File: src/rtl/core/skdmt_pkg.sv
// shared types, codes and defaults for the string key direct mapped table
`default_nettype none
package skdmt_pkg;

   localparam int SLOT_COUNT_DEF = 10;
   localparam int NAME_BYTES_DEF = 256;

   localparam logic REQ_INSERT = 1'b0;
   localparam logic REQ_LOOKUP = 1'b1;

   localparam logic [1:0] ST_OK        = 2'd0;
   localparam logic [1:0] ST_OCCUPIED  = 2'd1;
   localparam logic [1:0] ST_NOT_FOUND = 2'd2;
   localparam logic [1:0] ST_TOO_LONG  = 2'd3;

   typedef struct packed {
      logic               req_type;
      logic [7:0]         key_byte;
      logic               key_last;
      logic signed [31:0] entry_value;
   } skdmt_req_type;

   typedef struct packed {
      logic [1:0]         status;
      logic signed [31:0] found_value;
      logic [3:0]         slot_index;
   } skdmt_rsp_type;

   typedef struct packed {
      logic load;
      logic quot;
      logic rem;
      logic decide;
      logic walk;
      logic finish;
   } skdmt_cmd_type;

   typedef struct packed {
      logic item_last;
      logic need_walk;
      logic walk_done;
   } skdmt_stat_type;

endpackage
`default_nettype wire

File: src/rtl/core/skdmt_ctrl.sv
// controller state machine sequencing hash, decision and key walk
`default_nettype none
module skdmt_ctrl
   import skdmt_pkg::*;
(
   input  wire logic           clock,
   input  wire logic           reset,
   input  wire logic           start,
   input  wire skdmt_stat_type stat,
   output logic                busy,
   output skdmt_cmd_type       cmd
);

   localparam logic [2:0] S_IDLE = 3'd0;
   localparam logic [2:0] S_QUOT = 3'd1;
   localparam logic [2:0] S_REM  = 3'd2;
   localparam logic [2:0] S_DEC  = 3'd3;
   localparam logic [2:0] S_WALK = 3'd4;

   logic [2:0] state_ff;
   logic [2:0] state_in;

   always_comb begin
      state_in = state_ff;
      cmd      = '0;
      unique case (state_ff)
         S_IDLE: begin
            if (start) begin
               cmd.load = 1'b1;
               state_in = S_QUOT;
            end
         end
         S_QUOT: begin
            cmd.quot = 1'b1;
            state_in = S_REM;
         end
         S_REM: begin
            cmd.rem  = 1'b1;
            state_in = stat.item_last ? S_DEC : S_IDLE;
         end
         S_DEC: begin
            cmd.decide = 1'b1;
            if (stat.need_walk) begin
               state_in = S_WALK;
            end else begin
               cmd.finish = 1'b1;
               state_in   = S_IDLE;
            end
         end
         S_WALK: begin
            cmd.walk = 1'b1;
            if (stat.walk_done) begin
               cmd.finish = 1'b1;
               state_in   = S_IDLE;
            end
         end
         default: begin
            state_in = S_IDLE;
         end
      endcase
   end

   always_ff @(posedge clock) begin
      if (reset) begin
         state_ff <= S_IDLE;
      end else begin
         state_ff <= state_in;
      end
   end

   assign busy = (state_ff != S_IDLE);

endmodule
`default_nettype wire

File: config.mk
export PLATFORM = sky130hd
export DESIGN_NAME = skdmt_ctrl
export DESIGN_NICKNAME = d
export VERILOG_FILES = /design/src/rtl/core/skdmt_pkg.sv /design/src/rtl/core/skdmt_ctrl.sv
export SDC_FILE = /design/constraint.sdc
export NUM_CORES = 1
export LEC_CHECK = 0
export BUFFER_PORTS_ARGS = -buffer_cell sky130_fd_sc_hd__clkbuf_2
export CELL_PAD_IN_SITES_DETAIL_PLACEMENT = 0
export CELL_PAD_IN_SITES_GLOBAL_PLACEMENT = 1
export CORE_AREA = 2 2 39 41
export CTS_CLUSTER_SIZE = 14
export DETAILED_ROUTE_END_ITERATION = 10
export DIE_AREA = 0 0 41 43
export PLACE_DENSITY_LB_ADDON = 0.1
export SYNTH_ARGS = -nofsm -noshare
export SYNTH_HDL_FRONTEND = slang
export SYNTH_SLANG_ARGS = --single-unit
File: constraint.sdc
create_clock -name clock -period 2.05 [get_ports clock]
set_clock_uncertainty 0.2 [all_clocks]
set_input_delay 0 -clock clock [delete_from_list [all_inputs] [get_ports clock]]
set_output_delay 0 -clock clock [all_outputs]
set_load 0.02 [all_outputs]
## Word-level counts from Yosys, hierarchy flattened

Cells that the tools add are included.

| word-level totals | value |
|---|---|
| output and inout port bits | 7 |
| word-level logic and storage cells | 24 |
| register bits | 3 |

| cells by class | value |
|---|---|
| equality and inequality tests | 6 |
| reductions and logical operators | 3 |
| mux-type cells | 14 |

Operators by type and width:

| cell | count |
|---|---|
| 3-bit case mux with 5 select lines | 1 |
| 3-bit 2-to-1 mux | 3 |
| 1-bit 2-to-1 mux | 8 |
| 3-bit by 2-bit == test with 1-bit output, second input constant | 2 |
| 2-bit != test, second input constant | 2 |
| 3-bit by 1-bit == test with 1-bit output, second input constant | 1 |
| 3-bit == test, second input constant | 1 |
| 3-bit logical NOT | 1 |
| 3-bit nonzero test | 1 |
| 2-bit 2-to-1 mux | 1 |
| 1-bit case mux with 2 select lines | 1 |
| 2-bit AND reduction | 1 |

## Longest topological paths before layout

Gate-level depths: netlist of run 1.

| depth | value |
|---|---|
| word-level depth | 3 |
| gate-level depth with buffers | 4 |
| depth with buffers taken out | 3 |

## Worst setup path before layout of run 1

OpenSTA, ideal clock, no wires.

| path | value |
|---|---|
| path type | register to output |
| start | register state_ff[2] |
| end | output port cmd[5] in the netlist's numbering |
| path slack | 727 ps |
| data arrival time | 1,123 ps |
| cell stages (with the launch flop) | 4 |
| path buffers | 1 |
| required time | 1,850 ps |
| cells stage by stage | dfxtp_1 buf_6 or3_4 nor2_1 |

RTL lines:

| item | line | source |
|---|---|---|
| from (decl) | skdmt_ctrl.sv:20 | `logic [2:0] state_ff;` |
| from (signal assigned) | skdmt_ctrl.sv:67 | `state_ff <= state_in;` |
| to (decl) | skdmt_ctrl.sv:11 | `output skdmt_cmd_type cmd` |

## Final worst setup path of run 1

| path | value |
|---|---|
| start | register state_ff[2] |
| end | register state_ff[2] |

| between the ends | value |
|---|---|
| longest elaborated chain between the ends | 3 |
| elaborated cells between the ends (all ways) | 9 |
| classes of those cells | eq/ne: 6; mux: 1; reduce/logical: 2 |

RTL lines:

| item | line | source |
|---|---|---|
| 3-bit == test / 3-bit logical NOT (equally long branches) | skdmt_ctrl.sv:26 | `unique case (state_ff)` |
| 2-bit != test (no source line) | n/a |  |
| 2-bit AND reduction (no source line) | n/a |  |

Several ways; a longest one is shown, not always the timed one.
A chain may end at the register's enable or synchronous reset.

==> results of run 1 <==
[worst max-delay path, cell delays in order, from the launching register on]
cell	delay (ps)
sky130_fd_sc_hd__dfxtp_1	510
sky130_fd_sc_hd__and3b_2	270
sky130_fd_sc_hd__a32oi_1	150
sky130_fd_sc_hd__nor2_1	60
sky130_fd_sc_hd__dlygate4sd3_1	550
[per-layer routing]
layer  global-route usage, %  up-vias
met5                       0        -
met4                    6.00        0
met3                    1.57        0
met2                    10.0       10
met1                    11.5      104
li1                        -      126
[cells by family (layout without fill, tap and decap cells)]
family	Yosys count	in the layout
compound gates	6	6
flops	3	3
buf+inv	5	23
simple gates	12	12
[repair_timing]
item                      4_1_cts  5_1_grt
hold endpoints to repair        3        0
hold buffers                    3        0
resized for setup               0        0
[worst paths after layout]
path                                               start                        to  slack [ps]  depth (start not counted)
worst max-delay path            state_ff[2]$_SDFFE_PP0P_  state_ff[2]$_SDFFE_PP0P_         190                          4
worst min-delay path                               start  state_ff[0]$_SDFFE_PP0P_          20                          4
worst min register to register  state_ff[0]$_SDFFE_PP0P_  state_ff[0]$_SDFFE_PP0P_         410                          1
worst max register to register  state_ff[2]$_SDFFE_PP0P_  state_ff[2]$_SDFFE_PP0P_         190                          4
[power by group through the flow]
stage	Combinational [mW]	Clock (mW)	Sequential (mW)
after global placement	0.0538	0	0.0716
final	0.0561	0.101	0.0713
after detailed placement	0.0534	0	0.0725
after floorplan	0.0362	0	0.0692
after global routing	0.0621	0.109	0.0727
after CTS	0.0569	0.107	0.0715
[stage by stage]
step	hold slack (ps)	total power, mW	std cells	utilization, %
CTS	7.81	0.236	60	24.9
floorplan	-128	0.105	26	-
finish	17.5	0.228	60	24.9
global route	39.9	0.243	60	24.9
detailed placement	-2.27	0.126	53	20.8
global placement	-6.78	0.125	53	20.8
[cell type report]
cell class	instances	area share [%]
clock buffers	4	7.64
inverters	4	4.36
multi-input cells	18	38.5
repair buffers	15	26.2
well taps	16	5.82
flip-flops and latches	3	17.5
[layout by cell type (no fill, tap or decap), types with 2 or more instances in the layout]
cell type                       Yosys  routed
sky130_fd_sc_hd__inv_1              3       3
sky130_fd_sc_hd__a21oi_1            3       3
sky130_fd_sc_hd__dlygate4sd3_1      0       3
sky130_fd_sc_hd__clkbuf_4           0       3
sky130_fd_sc_hd__clkbuf_2           0      12
sky130_fd_sc_hd__nor3_2             2       2
sky130_fd_sc_hd__nor2_1             4       4
sky130_fd_sc_hd__dfxtp_1            3       3
sky130_fd_sc_hd__nor3b_2            2       2
==> metrics.md, run 1 <==
| Metric | Value |
|---|---|
| Period Utilization, post-route | between 90% and 100% |
| Lkg Pwr | around 0.17 nW |
| Post-synth design cell area | roughly 220 um2 |
| Most used flip-flop cell after synthesis | sky130_fd_sc_hd__dfxtp_1 |
| Outcome | complete, no violations |
| Comb pwr share | between 20% and 30% |
| Sum of met3 wire segment lengths after detailed routing | roughly 53 um |
| Total vias in the final route | 240 |
| Number of buffers added by the clock tree synthesis step | 3 |
| Total area of sequential cells | around 60 um2 |
| Maximum clock rate | around 0.54 GHz |
| Met2 wire length | between 200 and 300 um |
| Clock tree sinks | 3 |
| Ant diodes | 0 |
| Worst setup timing slack at the placement stage | between 700 and 800 ps |
| Final critical-path setup slack | ~190 ps |
| Unrepaired setup endpoints after global routing | false |
| Switching share of total power | a little under 30% |
| Final hold violation count | 0 |
| Class of the most critical hold timing path | in2reg |
| Worst Max-Slew Pin Slew | 333 ps |
| Setup-violating endpoint count in the final report | 0 |
| Clock latency on the worst-skew pair | around 230 ps |
| Total congestion overflow after global routing | 0 |
| Share of the synthesized netlist area taken by xor and xnor gates | 0% |
| Summed area of non-filler cells in the final layout | roughly 340 um2 |
| Max capacitance violation total | 0 |
| FILL cells | approximately 170 |
| Number of top-level design ports | 13 |
| Level count of the clock H-tree | 1 |
| Syn Inst Count | 26 |
| Die outline area | about 1800 um2 |
| Final WL | slightly below 600 um |
| P_sw | between 60 and 70 uW |
| Width of the die | approximately 41 um |
| Row cnt | 14 |
| Total of buffers placed on input and output ports | 12 |
| Average instance area after synthesis | about 8.4 um2 |
| Number of synthesized register bits | 3 |
| Setup TNS Final | 0 ps |
| Sequential-to-total area share from yosys stat | ~27% |
| Area share of the largest cell type after synthesis | 27.4% |
| Most frequent cell after synthesis | sky130_fd_sc_hd__nor2_1 |
| DR iter-0 viols | 0 |
| Drt drc | 0 |
| Cell Pwr Density | between 600 and 700 nW/um2 |
| Share of cell area taken by muxes after synthesis | 0% |
| Ys Warns | 0 |
| Clock root cell | sky130_fd_sc_hd__clkbuf_4 |
| Worst Setup Path Type | reg2reg |
| TritonCTS clock tree | yes |
| Data arrival, critical path | roughly 1800 ps |
| Vias in the first global route | 237 |
| First drt pass iteration count | 1 |
| # Post-CTS Setup Buffers | 0 |
| Relative contribution of the clock network to total power | roughly 44% |
| Ratio of cells with drive above 1 in the final layout | between 50% and 60% |
| VDD IR-drop max | about 240 uV |
| Post-layout minimum cycle time | about 1900 ps |
| Post-synth EDFFs | 0 |
| Buffer levels on the longest clock path | 2 |
| Internal power of the cells | ~160 uW |
| Most used standard cells in the synthesized netlist | sky130_fd_sc_hd__nor2_1 (4), sky130_fd_sc_hd__a21oi_1 (3), sky130_fd_sc_hd__dfxtp_1 (3), sky130_fd_sc_hd__inv_1 (3) |
| Die Height | 43 um |
| Routed metal-1 wirelength | around 270 um |
| Clock-pin slew of the registers on the worst-case setup and hold paths | about 40 ps |
| Post-route antenna net violation count | 0 |
| Post-synthesis share of cell area spent on and, or, nand and nor gates | 41.7% |
| Via density per instance | 4.00 |
| Element type at the critical path start | flip-flop |
| Post-layout nets | 51 |
| Wire length of the first global-routing pass | a little over 900 um |
| Post-DP HPWL | approximately 440 um |
| Core Area | 1380 um2 |
| Flip-flop count of the largest register after layout | 3 |
| Detail-routed net length per standard cell | 9.85 um |
| Largest registers | state_ff (3) |
| Largest net degree at the start of global routing | 10 |
| Data required time at the worst endpoint | 1960 ps |
| Number of antenna violations at the first check in global routing | 0 |
| Critical Path Fanout Max | 9 |
| Kind of end point of the critical path | flip-flop |
| Worst slew margin relative to its limit | between 70% and 80% |
| Fraction of registers with async set or reset after synthesis | 0% |
| GP Congestion | approximately 0.55 |
| Library cell occupying the most area in the post-synthesis netlist | sky130_fd_sc_hd__dfxtp_1 |
| Compound-Gate Fraction of Synth Area | 18.9% |
| Adder-cell share of the synthesized area | 0% |
| Uppermost layer routed | met3 |
| Distinct cell type count of the synthesized netlist | 15 |
| Net Count, Synth | 32 |
| Largest reg by FF count | state_ff |
| Largest cells by area after synthesis | sky130_fd_sc_hd__dfxtp_1 (27%), sky130_fd_sc_hd__nor3b_2 (11%), sky130_fd_sc_hd__nor3_2 (9.1%) |
| Sequential share of power | 31.3% |
| Starting density of the core | 15.8% |
| Area delta synth->final | 57.1% |
| Cell area reported after detailed placement | roughly 290 um2 |
| Overall fraction of global-route tracks in use | 8.02% |
| Combinational family with the most area after synthesis | simple AND/OR/NAND/NOR gates |
| Final max-slew violation count | 0 |
| Area taken by multi-input logic gates | about 130 um2 |
No activity file was read; power rests on OpenSTA's default activity.
==> run 2: changes to the inputs <==
Settings changed: PLACE_DENSITY from default to 0.51, PLACE_DENSITY_LB_ADDON 0.1 to default.
==> run 2 against run 1 <==
  * Via count shrank 0.42%
  * Setup slack better by 12 ps
  * Register-to-register slack barely moved
  * Clock-buffer cell count stayed put
  * Global-route usage shrank 0.69 points
  * Utilization up 0.72 points
  * Total power rose by 0.72%
  * First-iteration DRC count rose by 5
  * Critical path depth did not move
  * Sequential cell count unchanged
  * Combinational power increased by 2%
  * Final area is 2.9% higher
  * Critical path type unchanged
  * Highest routed layer unchanged
==> metrics.md, run 2 (synthesis gave the netlist of run 1 again) <==
| Metric | Value |
|---|---|
| Level count of the clock H-tree | 1 (unchanged) |
| Worst Hold End | state_ff[0]$_SDFFE_PP0P_ |
| Area delta synth->final | 61.7% |
| Buffer levels on the longest clock path | 2 (unchanged) |
| Row cnt | 14 (unchanged) |
| Setup TNS Final | 0 ps (unchanged) |
| Clock-pin slew of the registers on the worst-case setup and hold paths | 40 ps (about the same) |
| Post-layout nets | 52 (+2.0%) |
| Reg-to-reg slack, setup | 200 ps (about the same) |
| DR iter-0 viols | 5 (+5) |
| Number of antenna violations at the first check in global routing | 0 (unchanged) |
| Ant diodes | 0 (unchanged) |
| Vias in the first global route | 226 (-4.6%) |
| Data required time at the worst endpoint | 1960 ps (about the same) |
| Wire length of the first global-routing pass | 897 um (-2.9%) |
| Total vias in the final route | 239 (-0.42%) |
| Final cell count without fillers | 61 (+1.7%) |
| Critical Path Fanout Max | 9 (unchanged) |
| Launch point of the worst hold path | stat[0] |
| Total congestion overflow after global routing | 0 (unchanged) |
| Largest net degree at the start of global routing | 10 (unchanged) |
| Kind of end point of the critical path | flip-flop |
| Total of buffers placed on input and output ports | 12 (unchanged) |
| First drt pass iteration count | 2 (+1) |
| Design Power | 230 uW (+0.72%) |
| Flip-flop count of the largest register after layout | 3 (unchanged) |
| Worst slew margin relative to its limit | 78.1% (+0.30 points) |
| Clock root cell | sky130_fd_sc_hd__clkbuf_4 |
| Post-route antenna net violation count | 0 (unchanged) |
| Count of cells along the worst register-to-register path | 4 (unchanged) |
| Post-DP HPWL | 433 um (-2.3%) |
| Worst Setup Path Type | reg2reg |
| Relative contribution of the clock network to total power | 44.1% (about the same) |
| Internal power of the cells | 163 uW (+0.77%) |
| Period Utilization, post-route | 90.0% (-0.60 points) |
| Via density per instance | 3.92 (-2.0%) |
| Outcome | complete, no violations |
| Most common cell after layout, fill and taps aside | sky130_fd_sc_hd__clkbuf_2 |
| TritonCTS clock tree | yes |
| Switching share of total power | 29.2% (-0.036 points) |
| Data arrival, critical path | 1750 ps (-20 ps) |
| Commonest cells after routing, fill and taps aside | sky130_fd_sc_hd__clkbuf_2 (12), sky130_fd_sc_hd__nor2_1 (4), sky130_fd_sc_hd__dlygate4sd3_1 (4) |
| Cell Pwr Density | 648 nW/um2 (-2.1%) |
| Class of the most critical hold timing path | in2reg |
| Source of the worst register-to-register timing path | state_ff[2]$_SDFFE_PP0P_ |
| Largest reg by FF count | state_ff |
| Post-cts resize count | 0 (unchanged) |
| P_sw | 67.0 uW (+0.60%) |
| GP Congestion | 0.604 (+9.9%) |
| Comb pwr share | 25.0% (+0.4 points) |
| Unrepaired setup endpoints after global routing | false |
| VDD IR-drop max | 394 uV (+61%) |
| Worst R2R End | state_ff[2]$_SDFFE_PP0P_ |
| Starting density of the core | 15.8% (unchanged) |
| Lkg Pwr | 0.174 nW (+2.5%) |
| Sequential share of power | 30.9% (-0.4 points) |
| Clock latency on the worst-skew pair | 230 ps (about the same) |
| Final hold violation count | 0 (unchanged) |
| Post-layout minimum cycle time | 1850 ps (-12.2 ps) |
| Clock tree sinks | 3 (unchanged) |
| Die outline area | 1760 um2 (unchanged) |
| Largest registers | state_ff (3) |
| Number of buffers added by the clock tree synthesis step | 3 (unchanged) |
| Die Height | 43 um (unchanged) |
| Setup-violating endpoint count in the final report | 0 (unchanged) |
| Maximum clock rate | 0.542 GHz (+0.66%) |
| Final max-slew violation count | 0 (unchanged) |
| Number of top-level design ports | 13 (unchanged) |
| Detail-routed net length per standard cell | 9.48 um (-3.8%) |
| Worst Max-Slew Pin Slew | 328 ps (-4.48 ps) |
| Cell count after placement | 53 (unchanged) |
| Core Area | 1380 um2 (unchanged) |
| Hold path cells | 4 (unchanged) |
| Drt drc | 0 (unchanged) |
| Ratio of cells with drive above 1 in the final layout | 48.9% (-1.1 points) |
| Max capacitance violation total | 0 (unchanged) |
| Element type at the critical path start | flip-flop |
| Final WL | 578 um (-2.2%) |
| Overall fraction of global-route tracks in use | 7.32% (-0.69 points) |
| Width of the die | 41 um (unchanged) |
-- run 2: changes by cell type in the layout (fill, tap and decap cells not counted) --
cell | before | now
sky130_fd_sc_hd__dlygate4sd3_1 | 3 | 4
-- run 2: repair_timing --
| item | 4_1_cts | 5_1_grt |
|---|---|---|
| endpoints found under the hold margin | 3 | 0 |
| setup endpoints to repair | 0 | 0 |
| setup buffers | 0 | 0 |
| hold buffers | 4 | 0 |
-- run 2: layout make-up --
cell class                 instances  area (um2)
sequential                         3        60.1
clock buffer                       4        26.3
timing repair buffer              16         100
multi-input combinational         18         133
tap                               16        20.0
inverter                           4        15.0
fill                             156        1030
-- run 2: worst max-delay path by stage --
stage / start / to / slack (ps) / cells past startpoint
floorplan: state_ff[2]$_SDFFE_PP0P_ / cmd[5] / 730 / 3
global placement: state_ff[2]$_SDFFE_PP0P_ / cmd[0] / 740 / 3
detailed placement: state_ff[2]$_SDFFE_PP0P_ / cmd[0] / 720 / 3
CTS: state_ff[2]$_SDFFE_PP0P_ / state_ff[2]$_SDFFE_PP0P_ / 190 / 4
global route: state_ff[2]$_SDFFE_PP0P_ / state_ff[2]$_SDFFE_PP0P_ / 130 / 4
finish: state_ff[2]$_SDFFE_PP0P_ / state_ff[2]$_SDFFE_PP0P_ / 200 / 4
-- run 2: power groups by stage --
stage               Sequential [mW]  Clock, mW  Combinational (mW)
floorplan                    0.0692          0              0.0362
global placement             0.0719          0              0.0542
detailed placement           0.0718          0              0.0531
CTS                          0.0709      0.107              0.0581
global route                 0.0718      0.113              0.0625
finish                       0.0709      0.101              0.0575
-- run 2: routing by layer --
metal	wire [um]	up-vias	global-route usage [%]
li1	-	131	-
met1	302	95	10.3
met2	207	13	9.69
met3	69	0	5.24
met4	0	0	0
met5	0	-	0
-- run 2: through the flow --
stage	area, um2	utilization [%]	setup slack [ps]	hold slack, ps
detailed placement	288	20.8	716	-7.70
finish	354	25.6	205	16.1
global placement	288	20.8	742	-4.48
floorplan	219	-	727	-128
global route	354	25.6	134	26.9
CTS	354	25.6	193	11.0
-- run 2: worst max-delay path, stage by stage, from the launching register on --
cell and delay [ps]:
sky130_fd_sc_hd__dfxtp_1 500, sky130_fd_sc_hd__and3b_2 270, sky130_fd_sc_hd__a32oi_1 160, sky130_fd_sc_hd__nor2_1 50, sky130_fd_sc_hd__dlygate4sd3_1 550
